<file path="config.mk">
export PLATFORM = sky130hd
export DESIGN_NAME = notification_attribute_deframer
export DESIGN_NICKNAME = d
export VERILOG_FILES = /design/src/rtl/core/nad_pkg.sv /design/src/rtl/core/nad_front.sv /design/src/rtl/core/nad_back.sv /design/src/rtl/core/notification_attribute_deframer.sv
export SDC_FILE = /design/constraint.sdc
export NUM_CORES = 1
export LEC_CHECK = 0
export BUFFER_PORTS_ARGS = -buffer_cell sky130_fd_sc_hd__buf_2
export CAP_MARGIN = 20
export CORE_MARGIN = 2
export CORE_UTILIZATION = 52
export DETAILED_ROUTE_END_ITERATION = 16
export GPL_ROUTABILITY_DRIVEN = 0
export MAX_ROUTING_LAYER = met4
export PLACE_DENSITY = 0.75
export SLEW_MARGIN = 10
export SYNTH_ARGS = -nofsm -noshare
export SYNTH_HDL_FRONTEND = slang
export SYNTH_SLANG_ARGS = --single-unit
export TNS_END_PERCENT = 30
</file>
<file path="constraint.sdc">
create_clock -name clk -period 3.45 [get_ports clk]
set_input_delay 0.1725 -clock clk [delete_from_list [all_inputs] [get_ports clk]]
set_output_delay 0.1725 -clock clk [all_outputs]
set_load 0.03 [all_outputs]
</file>
<file path="src/rtl/core/nad_pkg.sv">
// nad_pkg: shared types and constants for the notification attribute deframer
// transaction structs, queue entry, parser phase codes and keep limit
// no dependencies
package nad_pkg;

    localparam int unsigned KEEP_LIMIT  = 511;
    localparam int unsigned QUEUE_DEPTH = 2;
    localparam int unsigned QPTR_W      = (QUEUE_DEPTH > 1) ? $clog2(QUEUE_DEPTH) : 1;
    localparam int unsigned QCNT_W      = $clog2(QUEUE_DEPTH + 1);

    localparam logic [15:0] KEEP_LIMIT_W = 16'(KEEP_LIMIT);

    localparam logic [7:0] ATTR_APP_ID  = 8'd0;
    localparam logic [7:0] ATTR_MESSAGE = 8'd3;
    localparam logic [7:0] ATTR_TRACKED = 8'd4;

    localparam logic [3:0] MASK_APP_ID   = 4'h1;
    localparam logic [3:0] MASK_TITLE    = 4'h2;
    localparam logic [3:0] MASK_SUBTITLE = 4'h4;
    localparam logic [3:0] MASK_BODY     = 4'h8;

    localparam logic KIND_RESTART = 1'b0;

    typedef struct packed {
        logic        kind;
        logic [7:0]  data_byte;
        logic [31:0] request_uid;
    } in_item_t;

    typedef struct packed {
        logic [7:0]  attr_id;
        logic [7:0]  attr_byte;
        logic        byte_kept;
        logic        empty_attribute;
        logic        last_of_attribute;
        logic        notification_done;
        logic [31:0] notif_uid;
        logic [3:0]  present_mask;
        logic [7:0]  command_id;
    } out_item_t;

    typedef enum logic [0:0] {
        OP_RESTART = 1'b0,
        OP_BYTE    = 1'b1
    } op_t;

    typedef struct packed {
        op_t         op;
        logic [7:0]  data_byte;
        logic [31:0] uid;
    } queue_entry_t;

    typedef struct packed {
        logic         valid;
        queue_entry_t entry;
    } queue_head_t;

    typedef enum logic [8:0] {
        PH_CMD  = 9'b000000001,
        PH_UID0 = 9'b000000010,
        PH_UID1 = 9'b000000100,
        PH_UID2 = 9'b000001000,
        PH_UID3 = 9'b000010000,
        PH_ATTR = 9'b000100000,
        PH_LEN0 = 9'b001000000,
        PH_LEN1 = 9'b010000000,
        PH_DATA = 9'b100000000
    } phase_t;

    function automatic logic [3:0] attr_mask_bit(input logic [7:0] attr);
        logic [3:0] m;
        case (attr[1:0])
            2'd0:    m = MASK_APP_ID;
            2'd1:    m = MASK_TITLE;
            2'd2:    m = MASK_SUBTITLE;
            default: m = MASK_BODY;
        endcase
        if (attr >= ATTR_TRACKED)
        begin
            m = 4'h0;
        end
        return m;
    endfunction

endpackage

</file>
<file path="src/rtl/core/nad_front.sv">
// nad_front: accepts input transactions, classifies them and queues them
// for the parser
// depends on nad_pkg
module nad_front (
    input  logic               clk,
    input  logic               rst_n,
    input  logic               item_valid,
    output logic               item_ready,
    input  nad_pkg::in_item_t  item,
    output nad_pkg::queue_head_t head,
    input  logic               head_pop
);

    nad_pkg::queue_entry_t           store [nad_pkg::QUEUE_DEPTH];
    logic [nad_pkg::QPTR_W-1:0]      wr_ptr_reg, wr_ptr_next;
    logic [nad_pkg::QPTR_W-1:0]      rd_ptr_reg, rd_ptr_next;
    logic [nad_pkg::QCNT_W-1:0]      count_reg, count_next;
    nad_pkg::queue_entry_t           classified;
    logic                            push;
    logic                            pop;

    // classify the transaction
    always_comb
    begin
        classified.op        = (item.kind == nad_pkg::KIND_RESTART) ?
                               nad_pkg::OP_RESTART : nad_pkg::OP_BYTE;
        classified.data_byte = item.data_byte;
        classified.uid       = item.request_uid;
    end

    assign item_ready = (count_reg != nad_pkg::QCNT_W'(nad_pkg::QUEUE_DEPTH));
    assign push       = item_valid && item_ready;
    assign pop        = head_pop && (count_reg != '0);

    assign head.valid = (count_reg != '0);
    assign head.entry = store[rd_ptr_reg];

    always_comb
    begin
        wr_ptr_next = wr_ptr_reg;
        rd_ptr_next = rd_ptr_reg;
        count_next  = count_reg;
        if (push)
        begin
            wr_ptr_next = (wr_ptr_reg == nad_pkg::QPTR_W'(nad_pkg::QUEUE_DEPTH - 1)) ?
                          '0 : wr_ptr_reg + 1'b1;
        end
        if (pop)
        begin
            rd_ptr_next = (rd_ptr_reg == nad_pkg::QPTR_W'(nad_pkg::QUEUE_DEPTH - 1)) ?
                          '0 : rd_ptr_reg + 1'b1;
        end
        if (push && !pop)
        begin
            count_next = count_reg + 1'b1;
        end
        else if (pop && !push)
        begin
            count_next = count_reg - 1'b1;
        end
    end

    always_ff @(posedge clk or negedge rst_n)
    begin
        if (!rst_n)
        begin
            wr_ptr_reg <= '0;
            rd_ptr_reg <= '0;
            count_reg  <= '0;
        end
        else
        begin
            wr_ptr_reg <= wr_ptr_next;
            rd_ptr_reg <= rd_ptr_next;
            count_reg  <= count_next;
        end
    end

    always_ff @(posedge clk)
    begin
        if (push)
        begin
            store[wr_ptr_reg] <= classified;
        end
    end

endmodule

</file>
<file path="src/rtl/core/nad_back.sv">
// nad_back: response parser that consumes queued transactions and
// drives the registered result channel
// depends on nad_pkg
module nad_back (
    input  logic                 clk,
    input  logic                 rst_n,
    input  nad_pkg::queue_head_t head,
    output logic                 head_pop,
    output logic                 result_valid,
    input  logic                 result_ready,
    output nad_pkg::out_item_t   result
);

    nad_pkg::phase_t     phase_reg, phase_next;
    logic [7:0]          command_byte_reg, command_byte_next;
    logic [7:0]          current_attr_reg, current_attr_next;
    logic [15:0]         attr_length_reg, attr_length_next;
    logic [15:0]         bytes_read_reg, bytes_read_next;
    logic [31:0]         active_uid_reg, active_uid_next;
    logic [3:0]          seen_mask_reg, seen_mask_next;
    logic                res_valid_reg;
    nad_pkg::out_item_t  res_reg, res_next;
    logic                emit;
    logic [7:0]          b;
    logic [15:0]         len_full;
    logic [15:0]         br_inc;
    logic [3:0]          mask_done;
    logic                is_message;

    assign head_pop = head.valid && (!res_valid_reg || result_ready);
    assign b        = head.entry.data_byte;
    assign len_full = {b, attr_length_reg[7:0]};
    assign br_inc   = bytes_read_reg + 16'd1;
    assign mask_done  = seen_mask_reg | nad_pkg::attr_mask_bit(current_attr_reg);
    assign is_message = (current_attr_reg == nad_pkg::ATTR_MESSAGE);

    always_comb
    begin
        phase_next        = phase_reg;
        command_byte_next = command_byte_reg;
        current_attr_next = current_attr_reg;
        attr_length_next  = attr_length_reg;
        bytes_read_next   = bytes_read_reg;
        active_uid_next   = active_uid_reg;
        seen_mask_next    = seen_mask_reg;
        emit              = 1'b0;

        res_next.attr_id           = current_attr_reg;
        res_next.attr_byte         = b;
        res_next.byte_kept         = 1'b0;
        res_next.empty_attribute   = 1'b0;
        res_next.last_of_attribute = 1'b0;
        res_next.notification_done = 1'b0;
        res_next.notif_uid         = active_uid_reg;
        res_next.present_mask      = seen_mask_reg;
        res_next.command_id        = command_byte_reg;

        if (head.entry.op == nad_pkg::OP_RESTART)
        begin
            active_uid_next = head.entry.uid;
            seen_mask_next  = 4'h0;
            phase_next      = nad_pkg::PH_CMD;
        end
        else
        begin
            case (phase_reg)
                nad_pkg::PH_UID0: phase_next = nad_pkg::PH_UID1;
                nad_pkg::PH_UID1: phase_next = nad_pkg::PH_UID2;
                nad_pkg::PH_UID2: phase_next = nad_pkg::PH_UID3;
                nad_pkg::PH_UID3: phase_next = nad_pkg::PH_ATTR;
                nad_pkg::PH_ATTR:
                begin
                    current_attr_next = b;
                    phase_next        = nad_pkg::PH_LEN0;
                end
                nad_pkg::PH_LEN0:
                begin
                    attr_length_next = {8'h00, b};
                    phase_next       = nad_pkg::PH_LEN1;
                end
                nad_pkg::PH_LEN1:
                begin
                    attr_length_next = len_full;
                    bytes_read_next  = 16'd0;
                    if (len_full != 16'd0)
                    begin
                        phase_next = nad_pkg::PH_DATA;
                    end
                    else
                    begin
                        // empty attribute marker
                        seen_mask_next             = mask_done;
                        phase_next                 = nad_pkg::PH_ATTR;
                        emit                       = 1'b1;
                        res_next.attr_byte         = 8'h00;
                        res_next.empty_attribute   = 1'b1;
                        res_next.last_of_attribute = 1'b1;
                        res_next.notification_done = is_message;
                        res_next.present_mask      = mask_done;
                    end
                end
                nad_pkg::PH_DATA:
                begin
                    emit               = 1'b1;
                    bytes_read_next    = br_inc;
                    res_next.byte_kept = (bytes_read_reg < nad_pkg::KEEP_LIMIT_W);
                    if (br_inc >= attr_length_reg)
                    begin
                        seen_mask_next             = mask_done;
                        phase_next                 = nad_pkg::PH_ATTR;
                        res_next.last_of_attribute = 1'b1;
                        res_next.notification_done = is_message;
                        res_next.present_mask      = mask_done;
                    end
                end
                default:
                begin
                    command_byte_next = b;
                    phase_next        = nad_pkg::PH_UID0;
                end
            endcase
        end
    end

    always_ff @(posedge clk or negedge rst_n)
    begin
        if (!rst_n)
        begin
            phase_reg        <= nad_pkg::PH_CMD;
            command_byte_reg <= 8'h00;
            current_attr_reg <= 8'h00;
            attr_length_reg  <= 16'h0000;
            bytes_read_reg   <= 16'h0000;
            active_uid_reg   <= 32'h0;
            seen_mask_reg    <= 4'h0;
            res_valid_reg    <= 1'b0;
        end
        else
        begin
            if (head_pop)
            begin
                phase_reg        <= phase_next;
                command_byte_reg <= command_byte_next;
                current_attr_reg <= current_attr_next;
                attr_length_reg  <= attr_length_next;
                bytes_read_reg   <= bytes_read_next;
                active_uid_reg   <= active_uid_next;
                seen_mask_reg    <= seen_mask_next;
            end
            if (head_pop && emit)
            begin
                res_valid_reg <= 1'b1;
            end
            else if (result_ready)
            begin
                res_valid_reg <= 1'b0;
            end
        end
    end

    always_ff @(posedge clk)
    begin
        if (head_pop && emit)
        begin
            res_reg <= res_next;
        end
    end

    assign result_valid = res_valid_reg;
    assign result       = res_reg;

endmodule

</file>
<file path="src/rtl/core/notification_attribute_deframer.sv">
// notification_attribute_deframer: top level joining the classifying front
// queue and the parser back end
// depends on nad_pkg, nad_front, nad_back
//
// byte-serial deframer for notification attribute responses. a restart
// transaction loads the request id and clears the presence mask; stream
// bytes then pass through command, id and attribute tuple parsing, and each
// attribute data byte (or one marker for an empty attribute) comes out as
// one result transaction. one transaction is accepted per clock when the
// result side keeps up; the parser updates its state once per byte, and a
// result is registered as the parser takes its byte from the queue. a
// two-entry queue between the front and the parser plus the result register
// absorb stalls on either side.
module notification_attribute_deframer (
    input  logic               clk,
    input  logic               rst_n,
    input  logic               item_valid,
    output logic               item_ready,
    input  nad_pkg::in_item_t  item,
    output logic               result_valid,
    input  logic               result_ready,
    output nad_pkg::out_item_t result
);

    nad_pkg::queue_head_t head;
    logic                 head_pop;

    nad_front u_front (
        .clk        (clk),
        .rst_n      (rst_n),
        .item_valid (item_valid),
        .item_ready (item_ready),
        .item       (item),
        .head       (head),
        .head_pop   (head_pop)
    );

    nad_back u_back (
        .clk          (clk),
        .rst_n        (rst_n),
        .head         (head),
        .head_pop     (head_pop),
        .result_valid (result_valid),
        .result_ready (result_ready),
        .result       (result)
    );

`ifndef NO_ASSERTIONS
    a_pop_needs_room: assert property (@(posedge clk) disable iff (!rst_n)
        head_pop |-> (head.valid && (!result_valid || result_ready)))
        else $error("queue popped while result slot blocked");

    a_empty_marker: assert property (@(posedge clk) disable iff (!rst_n)
        (result_valid && result.empty_attribute) |->
        (result.last_of_attribute && !result.byte_kept && result.attr_byte == 8'h00))
        else $error("malformed empty attribute marker");

    a_done_on_message: assert property (@(posedge clk) disable iff (!rst_n)
        (result_valid && result.notification_done) |->
        (result.last_of_attribute && result.present_mask[3]
         && result.attr_id == nad_pkg::ATTR_MESSAGE))
        else $error("completion flagged outside message attribute end");
`endif

endmodule
</file>
==> run metrics, run 1 <==
Core Area=18000 µm²; Place WS=-0.0449 ns; worst reg-to-reg path cell count=12; Crit-path slowest cell=or4_4; Worst EP arrival=3.78 ns; largest buffer count on any clock path=3; first-pass iteration count of the detailed router=5; Die ar.=19500 µm²; vias in the first global route=6390; crit-path cells=nand3_2 -> nor4_2 -> buf_4 -> nand3_1 -> xnor2_1 -> ha_1 -> a21oi_1 -> o21ai_0 -> or4_4 -> or4b_4 -> nand2_4 -> mux2_4; post-route setup slack=0.0765 ns; fin. max-slew vios=0; layout cells sized above 1=26.0%; slowest stage delay, CP=0.54 ns; ANT cells=0; Worst-Skew Late Latency=0.53 ns; Final Setup Violations=0; Final HPWL DP=12.9 mm; Post-Route Utilization=66.6%; via/cell ratio=5.45; Die W=140 µm; largest net degree at the start of global routing=82; H-Tree Depth=1; drt wl/cell=17.9 µm; Vias=6176; Area Overhead vs Synth=25.4%; Mapped Cells=683; HP Class=in2reg; post-route ant nets=0; Max FO, Critical Path=4; synthesis-stage register bit count=244; kind of critical path=reg2reg; Max-slew headroom=32.4%; cell area after synthesis=9570 µm²; commonest non-fill, non-tap cells in the layout=edfxtp_1 (146), buf_2 (109), dfrtp_1 (95), nand2_1 (71), o21ai_0 (66); Post-synth EDFFs=146; # rows=49; fmax=0.296 GHz; I/O pin cnt=111; post-synthesis sequential area ratio=71.5%; IO Port Bufs=110; endpoint type of the worst setup path=flop; commonest non-fill, non-tap cell in the layout=edfxtp_1; CTS tree=yes; Netlist cell types=51; synth warn=0; total power=8.37 mW; syn avg cell area=14.0 µm²; number of max-cap violations=0; Pwr Density=698 nW/µm²; number of CTS-inserted buffers=25; Tcrit/Tclk final=97.8%; outcome=finished, final reports clean; CP Launch Type=flop; Worst-path clk slew=0.06 ns; first-pass GRT wire length=32.6 mm; DRT iter0 DRCs=353; cell leakage power=5.11 nW; syn nets=746; post-route setup TNS=0 ns; GRT overflow=0; main flop type after synthesis=edfxtp_1; worst-case vdd ir drop=0.621 mV; fill count=1291; Global Route Usage Sum=21.4%; initial antenna violation count=0; RSZ-0062 raised after global routing=yes; Slew @ Worst Pin=1.01 ns; asr flop ratio synth=40.2%; finished layout cell area=12000 µm²; die height=140 µm; DRC=0; fin nets=949; post-placement cell area=10600 µm²; routed wire length=20.3 mm; starting density of the core=53.1%; clock tree sinks=244; max reg flops=82; Root Driver=clkbuf_16; Hold Path Cell Cnt=3; Hold Violations, Final=0; min cycle time layout=3.37 ns; required time worst endpoint=3.86 ns; skew final=0.00849 ns
==> synth_stat cells (all sizes together) (2+ instances only) <==
master  instances  area share [%]
buf             5            0.29
nor3           15            0.84
o211ai          2            0.16
edfxtp        146              46
inv            29             1.1
nor2           38             1.5
and3            3            0.20
nand2b          4            0.26
and2            3            0.20
clkbuf         15            0.60
mux2i          40             4.2
nand2          73             2.9
nor2b           8            0.52
ha             18             2.4
xor2            9            0.82
a21bo           3            0.31
a21oi          16            0.84
or4             2            0.20
a21o            6            0.51
nor4b           2            0.18
xnor2          14             1.3
nand3           8            0.42
mux2           11             1.3
a32o            5            0.52
nor4            8            0.52
nand4          10            0.65
dfrtp          97              25
a22o            5            0.46
o21ai          66             3.5
o31ai           8            0.63
o22ai           2            0.13
==> cells by family (layout without fill, tap and decap cells) <==
group	Yosys count	after routing	synth area share [%]
multiplexers	51	51	5.52
XOR/XNOR	23	23	2.11
AND/OR/NAND/NOR	180	180	9.05
adder cells (fa/ha/maj)	18	18	2.35
buffers and inverters	49	271	2.03
AO/OA/AOI/OAI	118	118	7.48
flip-flops	244	244	71.5
==> routing by layer <==
layer	part of all wire (%)	vias to the layer above	track usage [%]
met5	0	-	-
met4	2.3	0	5.26
met3	5.9	49	4.65
met2	52	188	36.8
met1	40	3032	26.1
li1	-	2907	-
==> final cells by class <==
cell class              count  area, µm²  area share, %
clock inverters            20        223           1.86
repair buffers            196       1320           11.0
inverters                  29        109          0.907
flip-flops and latches    244       6840           57.0
multi-input cells         390       2590           21.6
clock buffers              26        629           5.25
well taps                 229        287           2.39
==> report_power, final <==
part / internal, mW / leakage [nW] / switching, mW
Combinational: 0.615 / 2.11 / 0.978
Clock: 1.64 / 0.416 / 1.12
Sequential: 3.74 / 2.58 / 0.278
Total: 6.00 / 5.11 / 2.37
==> worst max-delay path, delay by kind of cell, from the launching register on <==
family / cells / cell delay, ns
multiplexers: 1 / 0.29
AO/OA/AOI/OAI: 2 / 0.23
buffers and inverters: 1 / 0.17
XOR/XNOR: 1 / 0.18
adder cells (fa/ha/maj): 1 / 0.31
AND/OR/NAND/NOR: 6 / 1.70
flip-flops: 1 / 0.38
==> metrics by stage <==
stage          instances  hold slack, ns
5_1_grt             1134          0.0319
3_5_place_dp        1038           0.364
6_report            1134          0.0127
2_1_floorplan        683          -0.123
3_3_place_gp        1038           0.360
4_1_cts             1127        0.000331
==> path summary, 6_finish.rpt <==
path	to	from	slack, ns
worst max-delay path	u_back.phase_reg[8]$_DFFE_PN0P_	u_back.bytes_read_reg[4]$_DFFE_PN0P_	0.08
worst min-delay path	u_front.wr_ptr_reg$_DFFE_PN0P_	item_valid	0.01
worst max register to register	u_back.phase_reg[8]$_DFFE_PN0P_	u_back.bytes_read_reg[4]$_DFFE_PN0P_	0.08
worst min register to register	u_back.result[20]$_DFFE_PP_	u_back.active_uid_reg[8]$_DFFE_PN0P_	0.45
max in group asynchronous	u_back.bytes_read_reg[0]$_DFFE_PN0P_	rst_n	2.31
min in group asynchronous	u_back.current_attr_reg[7]$_DFFE_PN0P_	rst_n	0.19
==> repair_timing <==
action	4_1_cts	5_1_grt
gates resized for setup	2	7
setup endpoints to repair	5	16
hold buffers	43	0
buffers inserted	0	6
endpoints found under the hold margin	162	0
pin swaps	0	7
cloned	0	0
(Power assumes the default switching activity.)
==> inputs of run 2 (changes only) <==
- CORE_MARGIN: 2 -> 3
- PLACE_DENSITY: 0.75 -> 0.72
==> run 2 against run 1 <==
  * Register-to-register slack is essentially flat
  * Critical path type unchanged
  * Clock-buffer cell count grew 6
  * First-iteration DRC count grew 8.5%
  * Utilization grew 1.2 points
  * Highest routed layer unchanged
  * Via count shrank 1.8%
  * Combinational power is essentially flat
  * Clock power is essentially flat
  * Largest power group unchanged
==> run metrics, run 2 (synthesis results as in run 1) <==
commonest non-fill, non-tap cell in the layout=edfxtp_1; routed wire length=20.1 mm; Vias=6066; largest buffer count on any clock path=3; IO Port Bufs=110; area of the multi-input gates=2610 µm²; commonest non-fill, non-tap cells in the layout=edfxtp_1 (146), buf_2 (109), dfrtp_1 (92), nand2_1 (71), o21ai_0 (66); initial antenna violation count=0; Worst-path clk slew=0.06 ns; fin. max-slew vios=0; cell leakage power=5.05 nW; Reg power frac=48.0%; slowest stage delay, CP=0.53 ns; Area Overhead vs Synth=25.0%; starting density of the core=54.2%; required time worst endpoint=3.86 ns; Hold Path Cell Cnt=3; clock tree sinks=244; Clk pwr share=33.1%; RR Startpoint=u_back.bytes_read_reg[1]$_DFFE_PN0P_; die height=142 µm; RSZ-0062 raised after global routing=yes; Comb pwr share=18.9%; post-route ant nets=0; largest net degree at the start of global routing=67; Final HPWL DP=13.1 mm; Hold Violations, Final=0; DP Cell Count=1026; H-Tree Depth=1; DRC=0; first-pass iteration count of the detailed router=5; Die ar.=20100 µm²; ANT cells=0; outcome=finished, final reports clean; FF/Latch Area=6840 µm²; hold endpoint=u_front.wr_ptr_reg$_DFFE_PN0P_; Root Driver=clkbuf_16; worst-case vdd ir drop=0.472 mV; skew final=0.0184 ns; CTS tree=yes; Global Route Usage Sum=20.9%; drt wl/cell=18.0 µm; Max FO, Critical Path=4; critical hold path startpoint=item_valid; fin nets=937; min cycle time layout=3.36 ns; DRT iter0 DRCs=383; Slew @ Worst Pin=0.920 ns; worst r2r dst=u_back.phase_reg[8]$_DFFE_PN0P_; kind of critical path=reg2reg; number of CTS-inserted buffers=25; worst path bufs/invs=1; Pwr Density=703 nW/µm²; fill count=1242; fmax=0.297 GHz; worst reg-to-reg path cell count=13; first-pass GRT wire length=32.5 mm; via/cell ratio=5.43; number of max-cap violations=0; GRT overflow=0; post-placement cell area=10600 µm²; I/O pin cnt=111; HP Class=in2reg; post-route setup TNS=0 ns; Sw Share=28.2%; CP Launch Type=flop; Worst path top cell family by delay=simple AND/OR/NAND/NOR gates; Internal Power=6.03 mW; endpoint type of the worst setup path=flop; Die W=142 µm; crit-path most repeated cell=nand4_1; Core Area=17700 µm²; R2R Setup Slk=0.09 ns; sw power=2.37 mW; Post-Layout Cell Count=1118; Worst EP arrival=3.77 ns; layout cells sized above 1=25.2%; Worst-Skew Late Latency=0.54 ns; Final Setup Violations=0; vias in the first global route=6305; Max-slew headroom=38.4%; Crit-path slowest cell=or4b_4; Post-Route Utilization=67.8%; finished layout cell area=12000 µm²; crit-path cells=ha_2 -> nand3_2 -> nor3_2 -> buf_4 -> nand4_1 -> xnor2_1 -> ha_1 -> nand4_1 -> nor3_1 -> or4_4 -> or4b_4 -> nand2_4 -> mux2_4; max reg flops=82; Tcrit/Tclk final=97.5%; # rows=48
## run 2: through the flow
step | hold WS (ns) | power [mW] | worst slack (ns)
5_1_grt | 0.0799 | 8.81 | -0.0576
3_3_place_gp | 0.274 | 5.52 | 0.0214
2_1_floorplan | -0.123 | 5.08 | 0.0395
4_1_cts | 0.0148 | 8.45 | -0.00781
6_report | 0.0309 | 8.41 | 0.0870
3_5_place_dp | 0.282 | 5.63 | -0.0972
## run 2: what timing repair did
item                                    4_1_cts  5_1_grt
setup buffers                                 0        2
hold buffers                                 43        0
endpoints found under the setup margin        8       18
endpoints found under the hold margin       137        0
resized for setup                             3       11
pin swaps                                     2        3
## run 2: worst max path at each step
stage                                               from                              end  cells after the start
floorplan           u_back.bytes_read_reg[4]$_DFFE_PN0P_  u_back.phase_reg[8]$_DFFE_PN0P_                     11
global placement    u_back.bytes_read_reg[5]$_DFFE_PN0P_      u_back.result[10]$_DFFE_PP_                     11
detailed placement  u_back.bytes_read_reg[6]$_DFFE_PN0P_      u_back.result[10]$_DFFE_PP_                     11
CTS                 u_back.bytes_read_reg[2]$_DFFE_PN0P_  u_back.phase_reg[8]$_DFFE_PN0P_                     11
global route        u_back.bytes_read_reg[1]$_DFFE_PN0P_  u_back.phase_reg[8]$_DFFE_PN0P_                     13
finish              u_back.bytes_read_reg[1]$_DFFE_PN0P_  u_back.phase_reg[8]$_DFFE_PN0P_                     13
## run 2: tightest hold or removal path, cell delays in order
cell	delay [ns]
buf_2	0.10
nand2_1	0.15
xnor2_1	0.08
## run 2: final cells by class
class,instances,area share (%)
clock buffer,32,5.78
sequential,244,57.2
timing repair buffer,184,10.5
multi-input combinational,390,21.8
clock inverter,14,1.45
inverter,29,0.910
tap,225,2.35
## run 2: power by group through the flow
| stage | clock, mW | sequential [mW] | combinational (mW) |
|---|---|---|---|
| final | 2.78 | 4.04 | 1.59 |
| after global routing | 2.96 | 4.09 | 1.77 |
| after CTS | 2.83 | 4.04 | 1.58 |
| after detailed placement | 0 | 4.09 | 1.54 |
| after global placement | 0 | 4.05 | 1.47 |
| after floorplan | 0 | 3.96 | 1.12 |
## run 2: metal layers
layer | global-route usage [%] | part of all wire [%]
met5 | - | 0
met4 | 6.06 | 2.8
met3 | 4.11 | 6.4
met2 | 33.9 | 49
met1 | 27.2 | 42
==> inputs of run 3 (changes only) <==
--- a/config.mk
+++ b/config.mk
@@ -14,4 +14,5 @@
 export MAX_ROUTING_LAYER = met4
 export PLACE_DENSITY = 0.72
+export RECOVER_POWER = 100
 export SLEW_MARGIN = 10
 export SYNTH_ARGS = -nofsm -noshare
==> constraint.sdc (replaced) <==
create_clock -name clk -period 3.45 [get_ports clk]
set_input_delay 0.1725 -clock clk [delete_from_list [all_inputs] [get_ports clk]]
set_output_delay 0.1725 -clock clk [all_outputs]
set_load 0.02 [all_outputs]
==> run 3 against run 2 <==
  * The run now ends with negative hold slack, max-capacitance violations, max-slew violations left
  * Largest cell class unchanged
  * Utilization down 1.0 points
  * Power down 0.48%
  * Clock-buffer cell count unchanged
  * Die area did not move
  * Sequential share of layout area up 0.87 points
  * Design area shrank 1.5%
  * Worst setup slack better by 0.014 ns
  * Flip-flop and latch count unchanged
  * Maximum frequency grew 0.43%
  * Critical path depth stayed put
==> run metrics, run 3 (synthesis results as in run 1) <==
post-route ant nets=0; met3 usage=4.11%; IO Port Bufs=110; Hold WS=-0.0212 ns; critical hold path startpoint=item_valid; max reg flops=82; Final Setup Violations=0; failing checks=negative hold slack, max-capacitance violations, max-slew violations; total power=8.37 mW; Die W=142 µm; CP Launch Type=flop; starting density of the core=54.2%; outcome=finished with violations; Hold Violations, Final=1; commonest non-fill, non-tap cells in the layout=edfxtp_1 (146), clkbuf_1 (103), dfrtp_1 (93), nand2_1 (71), o21ai_0 (66); via/cell ratio=5.45; routed wire length=20.1 mm; grt peak-use layer=met2; worst-case vdd ir drop=0.472 mV; drt wl/cell=18.0 µm; number of CTS-inserted buffers=25; commonest non-fill, non-tap cell in the layout=edfxtp_1; kind of critical path=reg2reg; Sw Share=28.2%; fin nets=937; vias in the first global route=6305; worst reg-to-reg path cell count=13; DRT iter0 DRCs=374; initial antenna violation count=0; Die ar.=20100 µm²; Internal Power=6.00 mW; Vias=6097; Final HPWL DP=13.1 mm; Root Driver=clkbuf_16; endpoint type of the worst setup path=flop; CTS tree=yes; required time worst endpoint=3.86 ns; cell leakage power=4.76 nW; Slew @ Worst Pin=2.06 ns; met2 Use GR=33.9%; Post-Route Utilization=66.7%; Reg power frac=48.3%; Global Route Usage Sum=20.9%; first-pass iteration count of the detailed router=5; DRC=0; skew final=0.0183 ns; Clk pwr share=33.2%; RR Startpoint=u_back.bytes_read_reg[1]$_DFFE_PN0P_; min cycle time layout=3.35 ns; post-route setup TNS=0 ns; RSZ-0062 raised after global routing=yes; clock tree sinks=244; Worst-Skew Late Latency=0.54 ns; Worst-path clk slew=0.06 ns; largest net degree at the start of global routing=67; H-Tree Depth=1; Max FO, Critical Path=4; Area Overhead vs Synth=23.1%; Max-slew headroom=-37.8%; Tcrit/Tclk final=97.1%; first-pass GRT wire length=32.5 mm; Worst EP arrival=3.76 ns; Comb pwr share=18.5%; fill count=1313; GRT overflow=0; worst r2r dst=u_back.phase_reg[8]$_DFFE_PN0P_; hold endpoint=u_front.wr_ptr_reg$_DFFE_PN0P_; Hold Path Cell Cnt=3; Core Area=17700 µm²; number of max-cap violations=2; Pwr Density=710 nW/µm²; fin. max-slew vios=59; die height=142 µm; layout cells sized above 1=13.4%; R2R Setup Slk=0.10 ns; sw power=2.36 mW; ANT cells=0; I/O pin cnt=111; # rows=48; fmax=0.299 GHz; HP Class=in2reg; met1 Usage GRT=27.2%; largest buffer count on any clock path=3
==> run 3: cell types whose count changed in the layout (fill, tap and decap cells not counted), moves of 2 or more <==
cell / before / now
clkbuf_1: 3 / 103
mux2_2: 10 / 8
buf_2: 109 / 13
mux2_1: 0 / 2
clkbuf_2: 0 / 6
buf_12: 3 / 1
buf_4: 29 / 20
==> run 3: critical path: stages (launching register included) <==
cell and delay, ns:
dfrtp_1 0.38, ha_2 0.21, nand3_2 0.09, nor3_2 0.12, buf_4 0.15, nand4_1 0.14, xnor2_1 0.21, ha_1 0.27
nand4_1 0.14, nor3_1 0.07, or4_4 0.50, or4b_4 0.53, nand2_4 0.11, mux2_4 0.30
==> run 3: area by class of cell <==
cell class	count	area, µm²	area share [%]
Clock buffer	32	692	5.87
Sequential cell	244	6840	58.1
Timing Repair Buffer	184	1080	9.19
Tap cell	225	282	2.39
Multi-Input combinational cell	390	2600	22.1
Clock inverter	14	174	1.48
Inverter	29	109	0.924
==> run 3: power by group through the flow <==
stage                     Combinational, mW  Sequential (mW)  Clock (mW)
after floorplan                        1.11             3.96           0
after global placement                 1.47             4.05           0
after detailed placement               1.54             4.09           0
after CTS                              1.58             4.04        2.83
after global routing                   1.72             4.10        2.96
final                                  1.54             4.04        2.78
==> run 3: metal layers <==
metal  vias up  routed length (µm)
li1       2870                   -
met1      3002                8460
met2       186                9840
met3        39                1240
met4         0                 571
met5         -                   0
==> run 3: through the flow <==
stage	cell area [µm²]	worst slack [ns]	hold WS [ns]	std cells
3_3_place_gp	10600	0.0214	0.274	1026
3_5_place_dp	10600	-0.0972	0.282	1026
2_1_floorplan	9570	0.0395	-0.123	683
6_report	11800	0.101	-0.0212	1118
4_1_cts	11900	-0.00781	0.0148	1115
5_1_grt	11800	-0.0576	0.0146	1118
==> run 3: timing repair <==
| action | in CTS | in global routing |
|---|---|---|
| setup endpoints to repair | 8 | 18 |
| hold endpoints to repair | 137 | 0 |
| pin swaps | 2 | 3 |
| resized for setup | 3 | 11 |
| buffers inserted | 0 | 2 |
| hold buffers | 43 | 0 |
==> run 3: how the worst max path moves through the flow <==
| stage | start | slack [ns] | to |
|---|---|---|---|
| floorplan | u_back.bytes_read_reg[4]$_DFFE_PN0P_ | 0.04 | u_back.phase_reg[8]$_DFFE_PN0P_ |
| global placement | u_back.bytes_read_reg[5]$_DFFE_PN0P_ | 0.02 | u_back.result[10]$_DFFE_PP_ |
| detailed placement | u_back.bytes_read_reg[6]$_DFFE_PN0P_ | -0.1 | u_back.result[10]$_DFFE_PP_ |
| CTS | u_back.bytes_read_reg[2]$_DFFE_PN0P_ | -0.008 | u_back.phase_reg[8]$_DFFE_PN0P_ |
| global route | u_back.bytes_read_reg[1]$_DFFE_PN0P_ | -0.06 | u_back.phase_reg[8]$_DFFE_PN0P_ |
| finish | u_back.bytes_read_reg[1]$_DFFE_PN0P_ | 0.10 | u_back.phase_reg[8]$_DFFE_PN0P_ |
